### src/rtl/core/mqa_pkg.sv
// shared types, constants and helpers of the memory quota accounting unit
package mqa_pkg;

   localparam int CONTEXT_COUNT = 32;
   localparam int HOLD_WIDTH    = 48;

   localparam int AMOUNT_W      = 48;
   localparam int CTXREQ_W      = 8;
   localparam int LIMIT_W       = 47;
   localparam int CACHE_CTX_W   = 5;
   localparam int COUNT_W       = 32;
   localparam int CSR_INDEX_W   = 1;
   localparam int CSR_DATA_W    = 47;
   localparam int STATUS_W      = 2;

   localparam int CTX_W = (CONTEXT_COUNT > 1) ? $clog2(CONTEXT_COUNT) : 1;
   localparam int CMP_W = ((HOLD_WIDTH > AMOUNT_W) ? HOLD_WIDTH : AMOUNT_W) + 1;

   localparam int QUEUE_DEPTH     = 2;
   // queue entries plus the item in the back end plus the output register
   localparam int MAX_OUTSTANDING = QUEUE_DEPTH + 2;

   localparam logic [HOLD_WIDTH-1:0] HOLD_MAX = {1'b0, {(HOLD_WIDTH-1){1'b1}}};
   localparam logic [LIMIT_W-1:0]    GLOBAL_LIMIT_RESET = {LIMIT_W{1'b1}};

   localparam logic [CSR_INDEX_W-1:0] CSR_GLOBAL_LIMIT  = 1'b0;
   localparam logic [CSR_INDEX_W-1:0] CSR_CACHE_CONTEXT = 1'b1;

   localparam logic KIND_AMOUNT    = 1'b0;
   localparam logic KIND_SET_LIMIT = 1'b1;

   typedef enum logic [STATUS_W-1:0] {
      STATUS_OK        = 2'd0,
      STATUS_GLOBAL    = 2'd1,
      STATUS_CONTEXT   = 2'd2,
      STATUS_INVALID   = 2'd3
   } status_type;

   // classified transaction handed from front to back
   typedef struct packed {
      logic                  kind;
      logic [CTXREQ_W-1:0]   ctx_raw;
      logic                  ctx_ok;
      logic                  amount_pos;
      logic                  amount_zero;
      logic                  check;
      logic                  to_cache;
      logic                  set_bad;
      logic [HOLD_WIDTH-1:0] value;
   } mqa_op_type;

   typedef struct packed {
      logic [LIMIT_W-1:0]     global_limit;
      logic [CACHE_CTX_W-1:0] cache_ctx;
   } mqa_csr_type;

   typedef struct packed {
      logic [HOLD_WIDTH-1:0] limit;
      logic [HOLD_WIDTH-1:0] held;
   } mqa_entry_type;

   function automatic logic [HOLD_WIDTH-1:0] to_hold(input logic signed [AMOUNT_W-1:0] v);
      to_hold = HOLD_WIDTH'(v);
   endfunction

   function automatic logic [AMOUNT_W-1:0] hold_to_out(input logic [HOLD_WIDTH-1:0] h);
      hold_to_out = AMOUNT_W'($signed(h));
   endfunction

endpackage

### src/rtl/core/mqa_queue.sv
// short fifo of classified transactions between front and back
module mqa_queue import mqa_pkg::*; (
   input  logic       clock,
   input  logic       reset,
   input  logic       push,
   input  mqa_op_type push_op,
   input  logic       pop,
   output mqa_op_type pop_op,
   output logic       full,
   output logic       empty
);

   localparam int PTR_W = (QUEUE_DEPTH > 1) ? $clog2(QUEUE_DEPTH) : 1;
   localparam int CNT_W = $clog2(QUEUE_DEPTH + 1);

   mqa_op_type       entries_ff [QUEUE_DEPTH];
   logic [PTR_W-1:0] wr_ptr_ff, wr_ptr_in;
   logic [PTR_W-1:0] rd_ptr_ff, rd_ptr_in;
   logic [CNT_W-1:0] count_ff, count_in;

   assign full   = (count_ff == CNT_W'(QUEUE_DEPTH));
   assign empty  = (count_ff == '0);
   assign pop_op = entries_ff[rd_ptr_ff];

   always_comb begin
      wr_ptr_in = wr_ptr_ff;
      rd_ptr_in = rd_ptr_ff;
      count_in  = count_ff;
      if (push) begin
         wr_ptr_in = (wr_ptr_ff == PTR_W'(QUEUE_DEPTH - 1)) ? '0 : wr_ptr_ff + 1'b1;
      end
      if (pop) begin
         rd_ptr_in = (rd_ptr_ff == PTR_W'(QUEUE_DEPTH - 1)) ? '0 : rd_ptr_ff + 1'b1;
      end
      if (push && !pop) begin
         count_in = count_ff + 1'b1;
      end else if (pop && !push) begin
         count_in = count_ff - 1'b1;
      end
   end

   always_ff @(posedge clock) begin
      if (reset) begin
         wr_ptr_ff <= '0;
         rd_ptr_ff <= '0;
         count_ff  <= '0;
      end else begin
         wr_ptr_ff <= wr_ptr_in;
         rd_ptr_ff <= rd_ptr_in;
         count_ff  <= count_in;
      end
   end

   always_ff @(posedge clock) begin
      if (push) begin
         entries_ff[wr_ptr_ff] <= push_op;
      end
   end

endmodule

### config.mk
export PLATFORM = sky130hd
export DESIGN_NAME = mqa_queue
export DESIGN_NICKNAME = d
export VERILOG_FILES = /design/src/rtl/core/mqa_pkg.sv /design/src/rtl/core/mqa_queue.sv
export SDC_FILE = /design/constraint.sdc
export NUM_CORES = 1
export LEC_CHECK = 0
export ABC_AREA = 0
export BUFFER_PORTS_ARGS = -buffer_cell sky130_fd_sc_hd__buf_2
export CORE_MARGIN = 10
export CORE_UTILIZATION = 45
export CTS_CLUSTER_DIAMETER = 50
export DETAILED_ROUTE_END_ITERATION = 16
export PLACE_DENSITY = 0.81
export SLEW_MARGIN = 20
export SYNTH_ARGS = -nofsm -noshare
export SYNTH_HDL_FRONTEND = slang
export SYNTH_SLANG_ARGS = --single-unit
### constraint.sdc
create_clock -name clock -period 4.4 [get_ports clock]
set_clock_uncertainty 0.1 [all_clocks]
set_input_delay 0.22 -clock clock [delete_from_list [all_inputs] [get_ports clock]]
set_output_delay 0.22 -clock clock [all_outputs]
set_load 0.03 [all_outputs]
==> impl_metrics.py <==
metrics = {
    "synthesis": {
        "ys_ff_latch": 131,
        "synthSimpleGateAreaFrac_pct": 0.970,
        "synth_common_cells": "edfxtp_1 (126), mux2_2 (63), buf_6 (6), dfxtp_1 (5), nor2_1 (5)",
        "synthTopCellsByArea": "edfxtp_1 (79%), mux2_2 (15%), dfxtp_1 (2.1%)",
        "synth_xor_area_share_pct": 0.734,
        "muxShareOfSynthArea_pct": 14.9,
        "synth.distinct_cells": 16,
        "yosysWarnings": 0,
        "syn_area_mm2": 0.00477,
        "postSynthAreaPerCell_um2": 21.9,
        "synth_compound_area_share_pct": 0.210,
        "synth_top_family_by_area": "multiplexers",
        "synthAdderAreaFrac_pct": 0.262,
        "synthCells": 218,
        "synth_edf_count": 126,
        "synth_top_area_share_pct": 79.3,
        "synth_nets": 286,
        "async_flop_share_pct": 0,
        "yosysSeqAreaShare_pct": 81.4,
        "synth_top_cell_by_area": "edfxtp_1",
        "synth.most_common_cell": "edfxtp_1",
        "synth-main-ff-cell": "edfxtp_1",
    },
    "placed_design": {
        "globalplace.congestion": 0.717,
        "hpwl_um": 6540,
        "port_buffers": 131,
    },
    "flow_run": {
        "maxCapViolCount": 0,
    },
    "worst_setup_path": {
        "cp-end-kind": "output port",
        "timing.rr.start": "wr_ptr_ff",
        "arrival_ns": 2.41,
        "cp-start-kind": "flop",
        "cp_max_fo": 36,
        "slowest_delay_ns": 0.74,
        "required_ns": 4.08,
        "critical_path.cell_chain": "buf_4 -> mux2_2 -> buf_2",
        "critPathKind": "flop to output port",
        "critPathSlowestCell": "dfxtp_2",
    },
    "global_routing": {
        "use_met2_pct": 24.3,
        "grt_overflow_total": 0,
        "grt-busiest-layer": "met2",
        "grt_pass1_wl_um": 16100,
        "grt_max_degree": 49,
        "antenna_found_initial": 1,
        "grt_pass1_vias": 3064,
        "use_met3_pct": 6.02,
        "use_met1_pct": 14.9,
        "grt_use_total_pct": 14.1,
    },
    "sta": {
        "setup_tns_ns": 0,
        "max_clock_freq_mhz": 366,
        "hold_viol": 0,
        "worst_pin_slew_ns": 0.666,
        "period_needed_ns": 2.73,
        "setup-violations-final": 0,
        "final.period_utilization_pct": 62.0,
        "max_slew_margin_pct": 55.6,
        "rsz0062_at_grt": "no",
        "slew_viol_final": 0,
    },
    "routing": {
        "antenna_left": 0,
        "drt-vias-per-instance": 4.70,
        "wl_per_cell_um": 18.0,
        "num_vias": 2732,
        "drc": 0,
        "drt_first_pass_iters": 4,
        "wirelength_um": 10500,
        "first_iter_violations": 136,
    },
    "status": {
        "status": "complete, no violations",
    },
    "cts": {
        "cts.sinks": 131,
        "cts.clk_slew.worst_paths_ns": 0.06,
        "post_cts_resized": 0,
        "cts_made_buffers": 17,
        "clockBufferDepth": 2,
        "ctsHoldBuffers": 66,
        "cts_setup_buffers": 0,
        "root_buffer": "clkbuf_8",
        "htreeDepth": 4,
        "clkLatencyLatePin_ns": 0.51,
        "cts_tree": "done",
    },
    "power": {
        "p_leak_nw": 2.59,
        "power_density_mw_per_mm2": 473,
        "finalPower_w": 0.00321,
        "ir_drop_uv": 253,
    },
    "floorplan": {
        "die_area_mm2": 0.0151,
        "die_w_um": 123,
        "die_height_um": 123,
        "ioPinCount": 132,
        "initial_core_util_pct": 46.2,
        "std_cell_rows": 37,
        "coreArea_mm2": 0.0103,
    },
    "finish": {
        "final_net_count": 499,
        "fin_util_pct": 65.7,
        "area_growth_pct": 42.1,
        "drive_above_1_share_pct": 51.1,
    },
    "min_path": {
        "worstHoldStart": "push",
        "hold_path.class": "input pin to flop",
    },
}
-- worst max-delay path: cells and delay by family, from the launching register on --
kind,cells,cell delay [ns]
mux,1,0.40
buf+inv,2,0.72
flops,1,0.74
-- metrics by stage --
stage	hold WS (ns)	std cells	setup WS (ns)	cell area, µm²
2_1_floorplan	0.189	218	0.679	4770
3_3_place_gp	0.308	481	2.19	5560
3_5_place_dp	0.311	481	2.13	5560
4_1_cts	0.120	579	1.60	6760
5_1_grt	0.0971	581	1.49	6790
6_report	0.114	581	1.67	6790
-- state kept, by name (all words and copies together), names as in the netlist, named ones only --
register    flops
count_ff        2
entries_ff    126
rd_ptr_ff       1
wr_ptr_ff       1
-- cells in the final DEF, fill, tap and decap left out, types with 4 or more instances in the layout --
cell type,synthesis,routed
buf_2,1,131
edfxtp_1,126,126
dlygate4sd3_1,0,66
mux2_2,63,63
clkbuf_16,0,16
nor2_1,5,5
clkbuf_1,0,4
dfxtp_1,5,4
-- report_power, final --
part | internal [W] | leakage (nW) | switching [W] | total [W]
Sequential | 0.00146 | 1.22 | 0.0000297 | 0.00149
Clock | 0.000797 | 0.254 | 0.000481 | 0.00128
Combinational | 0.000181 | 1.11 | 0.000266 | 0.000448
Total | 0.00243 | 2.59 | 0.000777 | 0.00321
-- path summary, 6_finish.rpt --
path	end	slack, ns	depth (start not counted)
worst min register to register	count_ff[1]	0.40	2
worst min-delay path	entries_ff[0][47]	0.11	2
worst max register to register	entries_ff[1][22]	2.55	2
worst max-delay path	pop_op[37]	1.67	3
-- per-layer routing --
metal,part of all wire (%),vias up
met5,0,-
met4,1.8,0
met3,7.3,17
met2,52,98
met1,39,1327
li1,-,1290
-- cell type report --
type / count / area [µm²]
Sequential cell: 131 / 3880
Inverter: 1 / 3.75
Fill cell: 678 / 3540
Timing Repair Buffer: 201 / 1360
Clock inverter: 11 / 113
Antenna cell: 1 / 2.50
Clock buffer: 21 / 429
Multi-Input combinational cell: 79 / 823
Tap cell: 136 / 170
-- cells by family after synthesis --
logic type               after synthesis
XOR/XNOR                               4
AO/OA/AOI/OAI                          2
AND/OR/NAND/NOR                        9
buffers and inverters                  8
flip-flops                           131
multiplexers                          63
adder cells (fa/ha/maj)                1
Power figures use the tool's default switching activity.
