==> src/rtl/core/mqa_pkg.sv <==
// shared types, constants and helpers of the memory quota accounting unit
package mqa_pkg;

   localparam int CONTEXT_COUNT = 32;
   localparam int HOLD_WIDTH    = 48;

   localparam int AMOUNT_W      = 48;
   localparam int CTXREQ_W      = 8;
   localparam int LIMIT_W       = 47;
   localparam int CACHE_CTX_W   = 5;
   localparam int COUNT_W       = 32;
   localparam int CSR_INDEX_W   = 1;
   localparam int CSR_DATA_W    = 47;
   localparam int STATUS_W      = 2;

   localparam int CTX_W = (CONTEXT_COUNT > 1) ? $clog2(CONTEXT_COUNT) : 1;
   localparam int CMP_W = ((HOLD_WIDTH > AMOUNT_W) ? HOLD_WIDTH : AMOUNT_W) + 1;

   localparam int QUEUE_DEPTH     = 2;
   // queue entries plus the item in the back end plus the output register
   localparam int MAX_OUTSTANDING = QUEUE_DEPTH + 2;

   localparam logic [HOLD_WIDTH-1:0] HOLD_MAX = {1'b0, {(HOLD_WIDTH-1){1'b1}}};
   localparam logic [LIMIT_W-1:0]    GLOBAL_LIMIT_RESET = {LIMIT_W{1'b1}};

   localparam logic [CSR_INDEX_W-1:0] CSR_GLOBAL_LIMIT  = 1'b0;
   localparam logic [CSR_INDEX_W-1:0] CSR_CACHE_CONTEXT = 1'b1;

   localparam logic KIND_AMOUNT    = 1'b0;
   localparam logic KIND_SET_LIMIT = 1'b1;

   typedef enum logic [STATUS_W-1:0] {
      STATUS_OK        = 2'd0,
      STATUS_GLOBAL    = 2'd1,
      STATUS_CONTEXT   = 2'd2,
      STATUS_INVALID   = 2'd3
   } status_type;

   // classified transaction handed from front to back
   typedef struct packed {
      logic                  kind;
      logic [CTXREQ_W-1:0]   ctx_raw;
      logic                  ctx_ok;
      logic                  amount_pos;
      logic                  amount_zero;
      logic                  check;
      logic                  to_cache;
      logic                  set_bad;
      logic [HOLD_WIDTH-1:0] value;
   } mqa_op_type;

   typedef struct packed {
      logic [LIMIT_W-1:0]     global_limit;
      logic [CACHE_CTX_W-1:0] cache_ctx;
   } mqa_csr_type;

   typedef struct packed {
      logic [HOLD_WIDTH-1:0] limit;
      logic [HOLD_WIDTH-1:0] held;
   } mqa_entry_type;

   function automatic logic [HOLD_WIDTH-1:0] to_hold(input logic signed [AMOUNT_W-1:0] v);
      to_hold = HOLD_WIDTH'(v);
   endfunction

   function automatic logic [AMOUNT_W-1:0] hold_to_out(input logic [HOLD_WIDTH-1:0] h);
      hold_to_out = AMOUNT_W'($signed(h));
   endfunction

endpackage

==> src/rtl/core/mqa_front.sv <==
// front end: takes request transactions and classifies them for the back end
module mqa_front import mqa_pkg::*; (
   input  logic                       req_valid,
   output logic                       req_stall,
   input  logic                       req_kind,
   input  logic [CTXREQ_W-1:0]        req_context_req,
   input  logic signed [AMOUNT_W-1:0] req_amount,
   input  logic                       req_high_priority,
   input  logic                       req_to_cache,
   input  logic                       q_full,
   output logic                       push,
   output mqa_op_type                 push_op
);

   logic amount_pos;
   logic amount_zero;
   logic ctx_ok;
   logic limit_sat;

   always_comb begin
      amount_zero = (req_amount == '0);
      amount_pos  = !req_amount[AMOUNT_W-1] && !amount_zero;
      ctx_ok      = ({1'b0, req_context_req} < (CTXREQ_W+1)'(CONTEXT_COUNT));
      // a new limit above the largest positive hold saturates
      limit_sat   = $signed(CMP_W'(req_amount)) > $signed(CMP_W'(HOLD_MAX));

      push_op.kind        = req_kind;
      push_op.ctx_raw     = req_context_req;
      push_op.ctx_ok      = ctx_ok;
      push_op.amount_pos  = amount_pos;
      push_op.amount_zero = amount_zero;
      push_op.check       = amount_pos && !req_high_priority;
      push_op.to_cache    = req_to_cache;
      push_op.set_bad     = !ctx_ok || !amount_pos;
      if ((req_kind == KIND_SET_LIMIT) && limit_sat) begin
         push_op.value = HOLD_MAX;
      end else begin
         push_op.value = to_hold(req_amount);
      end
   end

   assign req_stall = q_full;
   assign push      = req_valid && !q_full;

endmodule

==> config.mk <==
export PLATFORM = sky130hd
export DESIGN_NAME = mqa_front
export DESIGN_NICKNAME = d
export VERILOG_FILES = /design/src/rtl/core/mqa_pkg.sv /design/src/rtl/core/mqa_front.sv
export SDC_FILE = /design/constraint.sdc
export NUM_CORES = 1
export LEC_CHECK = 0
export BUFFER_PORTS_ARGS = -buffer_cell sky130_fd_sc_hd__buf_2
export CAP_MARGIN = 20
export CORE_UTILIZATION = 19
export DETAILED_ROUTE_END_ITERATION = 7
export GPL_TIMING_DRIVEN = 0
export PLACE_DENSITY = 0.79
export SETUP_SLACK_MARGIN = 0.2
export SLEW_MARGIN = 20
export SYNTH_ARGS = -nofsm -noshare
export SYNTH_HDL_FRONTEND = slang
export SYNTH_SLANG_ARGS = --single-unit
export TNS_END_PERCENT = 30
==> constraint.sdc <==
create_clock -name vclk -period 0.95
set_input_delay 0.095 -clock vclk [all_inputs]
set_output_delay 0.095 -clock vclk [all_outputs]
set_load 0.03 [all_outputs]
==> run_results.csv, run 1 <==
group,metric,value,unit
timing,hold_viol,0,
route,drt_wl_total,2.218,mm
placement,placed_cell_area,1097,um2
die,num_rows,17,
route,wl_per_cell,9.602,um
timing,relSlewSlack,84.43,%
route,ant_nets,0,
flow_run,drv_cap,0,
power,clkPwrFrac,0,%
clock_tree,hold_buffers,0,
synth,ys_types,12,
critical_path,cp-start-kind,"primary input",
cells_and_area,drive_above_1_share,74.38,%
hold_path,min-delay-start,"req_context_req[0]",
synth,synth_warnings,0,
status,violations,"negative setup slack",
critical_path,cp_max_fo,4,
cells_and_area,multi_input_area,279.0,um2
die,die_w,51.43,um
power,irDropWorstVdd,409.3,uV
timing,rsz0062_at_grt,"true",
status,outcome,"finished with violations",
critical_path,cp-endpoint,"push_op[50]",
die,die_area,2645,um2
global_route,grt_use_total,13.91,%
cells_and_area,final_common_cell,"buf_2",
cells_and_area,design_area,1331,um2
critical_path,cp.required,0.85,ns
critical_path,end_kind,"output port",
cells_and_area,area_growth,186.8,%
global_route,grt_max_degree,6,
synth,synth_cells,83,
cells_and_area,fill_cells,205,
placement,post-place-ws,-0.4853,ns
power,power_leakage,0.0007010,uW
placement,io_buffers,119,
hold_path,holdPathStages,2,
hold_path,hold_class,"in2out",
synth,seq_area_frac_synth,0,%
power,p_switching,468.9,uW
synth,syn_avg_cell_area,5.593,um2
route,vias_per_cell,4.017,
critical_path,crit_arrival,1.26,ns
route,drt_iter0_markers,1,
die,ios,126,
timing,drv_slew,0,
placement,gp_congestion,0.7280,
critical_path,path_class,"in2out",
cells_and_area,clkbuf_count,0,
cells_and_area,n_sequential_cell,0,
power,total_power,789.0,uW
cells_and_area,fin_nets,266,
power,p_per_area,592.6,nW/um2
synth,syn-num-nets,144,
die,die_h,51.43,um
global_route,antenna_found_initial,0,
die,coreArea,2255,um2
global_route,gr-total-overflow,0,
timing,worst_pin_slew,0.2314,ns
synth,syn-cell-area,464.2,um2
cells_and_area,antenna_cells,0,
timing,setup_viol,4,
power,combPwrFrac,100.0,%
synth,synth_area_leaders,"clkbuf_1 36%, buf_4 23%, nor4_2 16%",
critical_path,cp-startpoint,"req_amount[16]",
placement,hpwl,1.776,mm
timing,period_minus_slack,1.357,ns
power,p_int,320.1,uW
global_route,grt_pass1_wl,2.932,mm
route,vias,928,
power,swShare,59.43,%
timing,clock.fmax,737.1,MHz
power,seq_power_share,0,%
synth,synth_top_area_share,36.39,%
timing,fin_ws,-0.4067,ns
die,initial_core_util,20.59,%
cells_and_area,layout_common_cells,"101 x buf_2, 45 x clkbuf_1, 17 x buf_4, 17 x buf_6, 6 x nor4_4",
cells_and_area,regArea,0,um2
synth,synth_top_area_cell,"clkbuf_1",
timing,fin_crit_sh,142.8,%
route,drt_first_pass_iters,2,
route,drc,0,
global_route,grt_pass1_vias,796,
## what timing repair did
| item | CTS | global route |
|---|---|---|
| setup endpoints to repair | 6 | 5 |
| setup buffers | 1 | 0 |
| gates cloned | 0 | 0 |
| pin swaps | 5 | 11 |
| resized for setup | 21 | 25 |
## through the flow
step           hold slack, ns  setup TNS [ns]  util (%)  cells
6_report               0.4400          -1.491     59.05    231
5_1_grt                0.4445          -1.877     59.05    231
4_1_cts                0.4412          -1.693     53.05    231
3_5_place_dp           0.4400          -1.884     48.67    230
3_3_place_gp           0.4406          -1.817     48.67    230
2_1_floorplan          0.2996         -0.3125         -     83
## power groups by stage
stage | Sequential [uW] | Clock [uW] | Combinational (uW)
after floorplan | 0 | 0 | 423
after global placement | 0 | 0 | 691
after detailed placement | 0 | 0 | 696
after CTS | 0 | 0 | 733
after global routing | 0 | 0 | 833
final | 0 | 0 | 789
## worst max-delay path, cell delays in order
cell     delay, ns
buf_2         0.12
nor4_4        0.24
nand4_1       0.19
nor3_4        0.27
buf_4         0.15
nor3_2        0.03
buf_4         0.16
## worst min-delay path by stage
| stage | slack (ns) | end |
|---|---|---|
| 6_report | 0.44 | push_op[54] |
| 5_1_grt | 0.44 | push_op[58] |
| 4_1_cts | 0.44 | push_op[57] |
| 3_5_place_dp | 0.44 | push_op[57] |
| 3_3_place_gp | 0.44 | push_op[55] |
| 2_1_floorplan | 0.30 | push |
## cells by family after synthesis
logic type / count (synthesis) / share of synthesized area [%]
AND/OR/NAND/NOR: 21 / 36.66
buffers and inverters: 62 / 63.34
## Yosys cell counts
cell and count:
clkbuf_1 45, buf_4 14, nor4_1 6, nor4_2 6, nand4_1 3, buf_2 2, nor3_1 2, dlygate4sd3_1 1
nor2_1 1, nor2b_1 1, nor3_2 1, or3b_1 1
## per-layer routing
| layer | track usage, % | part of all wire, % |
|---|---|---|
| met1 | 12.98 | 32 |
| met2 | 32.03 | 56 |
| met3 | 1.488 | 12 |
| met4 | 0 | 0 |
| met5 | 0 | 0 |
## area by class of cell
class	instances	area share [%]
timing repair buffer	120	54.42
multi-input combinational	21	20.96
tap	28	2.632
buffer	62	21.99
Power figures use the tool's default switching activity.
==> run 2: changes to the inputs <==
Settings changed: PLACE_DENSITY 0.79 to 0.86, RECOVER_POWER set to 50.
Clock period 0.95 ns to 1.2 ns, I/O delays scaled along.
==> run 2 against run 1 <==
Effect of this change:
- the flow still finishes with violations (negative setup slack)
- largest cell class unchanged
- hold slack better by 0.077 ns
- setup slack better by 0.23 ns
- largest power group unchanged
- non-clock buffer count down 1
- highest routed layer unchanged
- first-iteration DRC count up 100%
==> run_results.csv, run 2 (same netlist as run 1, synthesis figures left out) <==
group,metric,value,unit
status,outcome,"finished with violations",
status,violations,"negative setup slack",
global_route,antenna_found_initial,0,
critical_path,cp.required,1.08,ns
route,drt_iter0_markers,2,
power,p_per_area,480.1,nW/um2
global_route,gr-max-usage-layer,"met2",
timing,hold_viol,0,
critical_path,cp-startpoint,"req_amount[23]",
placement,place_inst,230,
timing,setup_viol,4,
die,ios,126,
timing,fin_ws,-0.1779,ns
clock_tree,post_cts_buffers,0,
die,die_h,51.43,um
critical_path,cp-start-kind,"primary input",
cells_and_area,drive_above_1_share,58.91,%
power,irDropWorstVdd,388.3,uV
timing,clock.fmax,725.8,MHz
global_route,grt_use_total,13.24,%
critical_path,end_kind,"output port",
die,coreArea,2255,um2
cells_and_area,antenna_cells,0,
timing,period_minus_slack,1.378,ns
cells_and_area,regArea,0,um2
cells_and_area,area_growth,166.0,%
global_route,grt_use_met1,13.51,%
route,ant_nets,0,
timing,fin_crit_sh,114.8,%
power,swShare,61.45,%
cells_and_area,clkbuf_count,0,
route,vias_per_cell,4.070,
power,p_switching,364.4,uW
critical_path,crit_arrival,1.26,ns
cells_and_area,final_cells,230,
route,drt_wl_total,2.081,mm
global_route,grt_use_met3,1.488,%
timing,drv_slew,0,
die,num_rows,17,
cells_and_area,layout_common_cells,"75 x clkbuf_1, 75 x buf_2, 16 x buf_4",
placement,gp_congestion,0.7146,
placement,io_buffers,119,
global_route,gr-total-overflow,0,
cells_and_area,fin_nets,265,
die,die_area,2645,um2
power,power_leakage,0.0005976,uW
cells_and_area,n_sequential_cell,0,
global_route,met2_usage,29.00,%
timing,relSlewSlack,74.54,%
global_route,grt_pass1_vias,750,
power,p_int,228.6,uW
route,wl_per_cell,9.048,um
hold_path,hold_class,"in2out",
route,vias,936,
placement,post-place-ws,-0.2689,ns
power,combPwrFrac,100.0,%
route,drt_first_pass_iters,4,
power,seq_power_share,0,%
placement,hpwl,1.765,mm
critical_path,path_class,"in2out",
global_route,grt_max_degree,6,
global_route,grt_pass1_wl,2.829,mm
route,drc,0,
die,initial_core_util,20.59,%
power,clkPwrFrac,0,%
critical_path,cp-endpoint,"push_op[52]",
critical_path,cp_max_fo,4,
die,die_w,51.43,um
timing,rsz0062_at_grt,"true",
flow_run,drv_cap,0,
timing,worst_pin_slew,0.3835,ns
[run 2: final cells by class]
cell class | instances | area [um2]
Fill cell | 237 | 1020
Buffer | 62 | 294.0
Timing Repair Buffer | 119 | 654.4
Tap cell | 28 | 35.03
Multi-Input combinational cell | 21 | 251.5
[run 2: worst min-delay path by stage]
stage / from / end / slack [ns] / cells past startpoint
floorplan: q_full / push / 0.35 / 1
global placement: req_context_req[4] / push_op[58] / 0.49 / 2
detailed placement: req_context_req[0] / push_op[54] / 0.49 / 2
CTS: req_context_req[0] / push_op[54] / 0.49 / 2
global route: req_high_priority / push_op[50] / 0.53 / 3
finish: req_high_priority / push_op[50] / 0.52 / 3
[run 2: power by group through the flow]
| stage | sequential (uW) | combinational [uW] | clock [uW] |
|---|---|---|---|
| floorplan | 0 | 335 | 0 |
| global placement | 0 | 547 | 0 |
| detailed placement | 0 | 551 | 0 |
| CTS | 0 | 578 | 0 |
| global route | 0 | 629 | 0 |
| finish | 0 | 593 | 0 |
[run 2: timing repair]
item                                    4_1_cts  5_1_grt
pin swaps                                     5       11
hold buffers                                  0        0
endpoints found under the setup margin        5        4
gates resized for setup                      19       18
[run 2: metal layers]
| metal | up-vias | part of all wire (%) |
|---|---|---|
| li1 | 465 | - |
| met1 | 397 | 35 |
| met2 | 74 | 53 |
| met3 | 0 | 13 |
| met4 | 0 | 0 |
| met5 | - | 0 |
[run 2: critical path: stages]
cell	delay, ns
buf_6	0.09
nor4_2	0.26
nand4_1	0.20
nor3_4	0.27
nor2_1	0.06
buf_4	0.13
buf_6	0.13
[run 2: stage by stage]
step | setup TNS, ns | utilization [%] | instance area (um2) | power (uW) | hold slack (ns)
after detailed placement | -0.9501 | 48.67 | 1097 | 551.3 | 0.4916
final | -0.5730 | 54.77 | 1235 | 592.9 | 0.5166
after global placement | -0.9135 | 48.67 | 1097 | 546.7 | 0.4900
after CTS | -0.7574 | 52.33 | 1180 | 578.1 | 0.4921
after global routing | -1.137 | 54.77 | 1235 | 629.4 | 0.5334
after floorplan | 0 | - | 466.7 | 334.9 | 0.3496
==> run 3: changes to the inputs <==
Settings changed: ABC_AREA set to 1, CORE_UTILIZATION 19 to 23, PLACE_DENSITY 0.86 to 0.91.
Clock period 1.2 ns to 1.3 ns, I/O delays scaled along.
==> run 3 against run 2 <==
Effect of this change:
- the flow now finishes without violations
- synthesized cell count grew 42%
- routed wire length shrank 5.7%
- global-route usage grew 1.7 points
- synthesized area grew 11%
- combinational power shrank 13%
- power shrank 13%
- die area shrank 7.7%
- clock-buffer cell count is the same
- setup slack gained 0.24 ns
==> run_results.csv, run 3 <==
group,metric,value,unit
die,die_area,2440,um2
flow_run,drv_cap,0,
critical_path,end_kind,"output port",
power,p_switching,322.5,uW
cells_and_area,layout_common_cells,"80 x buf_2, 79 x clkbuf_1, 28 x nor2_1",
power,irDropWorstVdd,315.9,uV
route,vias_per_cell,3.803,
die,coreArea,2042,um2
clock_tree,post_cts_buffers,0,
synth,syn-num-nets,179,
timing,holdWs,0.5257,ns
timing,relSlewSlack,74.72,%
timing,fin_ws,0.06614,ns
synth,synth_area_leaders,"clkbuf_1 34%, nor2_1 23%, buf_4 20%",
critical_path,crit_arrival,1.10,ns
cells_and_area,area_growth,124.0,%
synth,synth_warnings,0,
placement,post-place-ws,-0.04114,ns
critical_path,cp_max_fo,3,
critical_path,cpPeakStageDelay,0.21,ns
die,initial_core_util,25.31,%
cells_and_area,regArea,0,um2
critical_path,path_class,"in2out",
die,num_rows,16,
synth,synthTopCellsByCount,"47 x clkbuf_1, 31 x nor2_1, 14 x buf_4, 14 x nand2_1, 4 x inv_1",
route,drt_wl_total,1.963,mm
synth,synth_top_area_share,34.14,%
placement,placed_cell_area,1146,um2
power,clkPwrFrac,0,%
power,p_int,191.1,uW
route,wl_per_cell,7.436,um
global_route,grt_use_total,14.90,%
critical_path,slowest_stage,"or2_1",
critical_path,cp-start-kind,"primary input",
route,drc,0,
timing,drv_slew,0,
critical_path,cp.required,1.17,ns
critical_path,cp_cell_sequence,"buf_6 > or2_1 > nor2_1 > nand2_1 > nor2_2 > nand2_2 > nand2_2 > inv_2 > buf_6 > buf_6",
power,seq_power_share,0,%
power,swShare,62.80,%
timing,setup_viol,0,
route,drt_iter0_markers,3,
timing,rsz0062_at_grt,"true",
global_route,grt_pass1_wl,3.118,mm
global_route,gr-total-overflow,0,
status,outcome,"completed",
timing,clock.fmax,810.5,MHz
synth,syn_avg_cell_area,4.379,um2
synth,ys_types,11,
hold_path,hold_class,"in2out",
route,drt_first_pass_iters,4,
power,total_power,513.6,uW
global_route,antenna_found_initial,0,
synth,seq_area_frac_synth,0,%
cells_and_area,design_area,1157,um2
route,ant_nets,0,
global_route,grt_pass1_vias,880,
timing,hold_viol,0,
cells_and_area,clkbuf_count,0,
power,power_leakage,0.0006208,uW
timing,finalSetupTns,0,ns
cells_and_area,fin_nets,300,
route,vias,1004,
cells_and_area,final_common_cell,"buf_2",
timing,fin_crit_sh,94.91,%
critical_path,crit_buf_inv,4,
critical_path,crit_family,"simple AND/OR/NAND/NOR gates",
synth,synth_cells,118,
cells_and_area,n_sequential_cell,0,
critical_path,crit_path_frequent_cell,"buf_6",
timing,worst_pin_slew,0.3808,ns
synth,synth_top_area_cell,"clkbuf_1",
die,die_w,49.40,um
timing,period_minus_slack,1.234,ns
cells_and_area,antenna_cells,0,
die,ios,126,
global_route,grt_max_degree,4,
placement,io_buffers,119,
power,combPwrFrac,100.0,%
synth,synth.most_common_cell,"clkbuf_1",
power,p_per_area,443.7,nW/um2
die,die_h,49.40,um
placement,hpwl,1.810,mm
cells_and_area,drive_above_1_share,45.57,%
placement,gp_congestion,0.7102,
synth,syn-cell-area,516.7,um2
==> run 3: changes by cell type in the layout (fill, tap and decap cells not counted), moves of 3 or more <==
cell / change
nor2_1: +27
nand2_1: +14
nor4_2: -8
buf_6: -6
buf_2: +5
clkbuf_1: +4
nor2_2: +4
nor4_4: -4
inv_1: +3
nand4_1: -3
==> run 3: final timing paths <==
path	startpoint	end	slack, ns	cells after the start
max	req_amount[3]	push_op[52]	0.07	10
min	req_high_priority	push_op[50]	0.53	3
==> run 3: final cells by class <==
| type | count | area [um2] |
|---|---|---|
| repair buffers | 119 | 595.6 |
| multi-input cells | 52 | 217.7 |
| well taps | 27 | 33.78 |
| fillers | 232 | 884.6 |
| inverters | 4 | 15.01 |
| plain buffers | 62 | 295.3 |
==> run 3: kinds of logic (layout without fill, tap and decap cells) <==
family	count (synthesis)	count (layout)	share of synthesized area, %
buf+inv	66	185	59.32
simple gates	52	52	40.68
==> run 3: power groups by stage <==
stage / Clock [uW] / Combinational, uW / Sequential [uW]
after floorplan: 0 / 322 / 0
after global placement: 0 / 509 / 0
after detailed placement: 0 / 515 / 0
after CTS: 0 / 522 / 0
after global routing: 0 / 551 / 0
final: 0 / 514 / 0
==> run 3: stage by stage <==
stage                     utilization (%)  instances
final                               56.68        264
after global routing                56.68        264
after CTS                           57.05        264
after detailed placement            56.13        264
after global placement              56.13        264
after floorplan                         -        118
==> run 3: layer usage <==
| layer | GRT usage, % | part of all wire (%) | wire length (um) |
|---|---|---|---|
| met1 | 13.55 | 33 | 643 |
| met2 | 34.25 | 56 | 1092 |
| met3 | 1.246 | 12 | 227 |
| met4 | 1.905 | 0 | 0 |
| met5 | 0 | 0 | 0 |
==> run 3: timing repair <==
action	CTS	global route
gates resized for setup	6	14
hold buffers	0	0
cloned	0	0
setup endpoints to repair	4	5
pin swaps	6	6
==> run 3: tightest hold or removal path, stage by stage <==
cell and delay, ns:
buf_2 0.08, nor2_1 0.03, buf_4 0.15
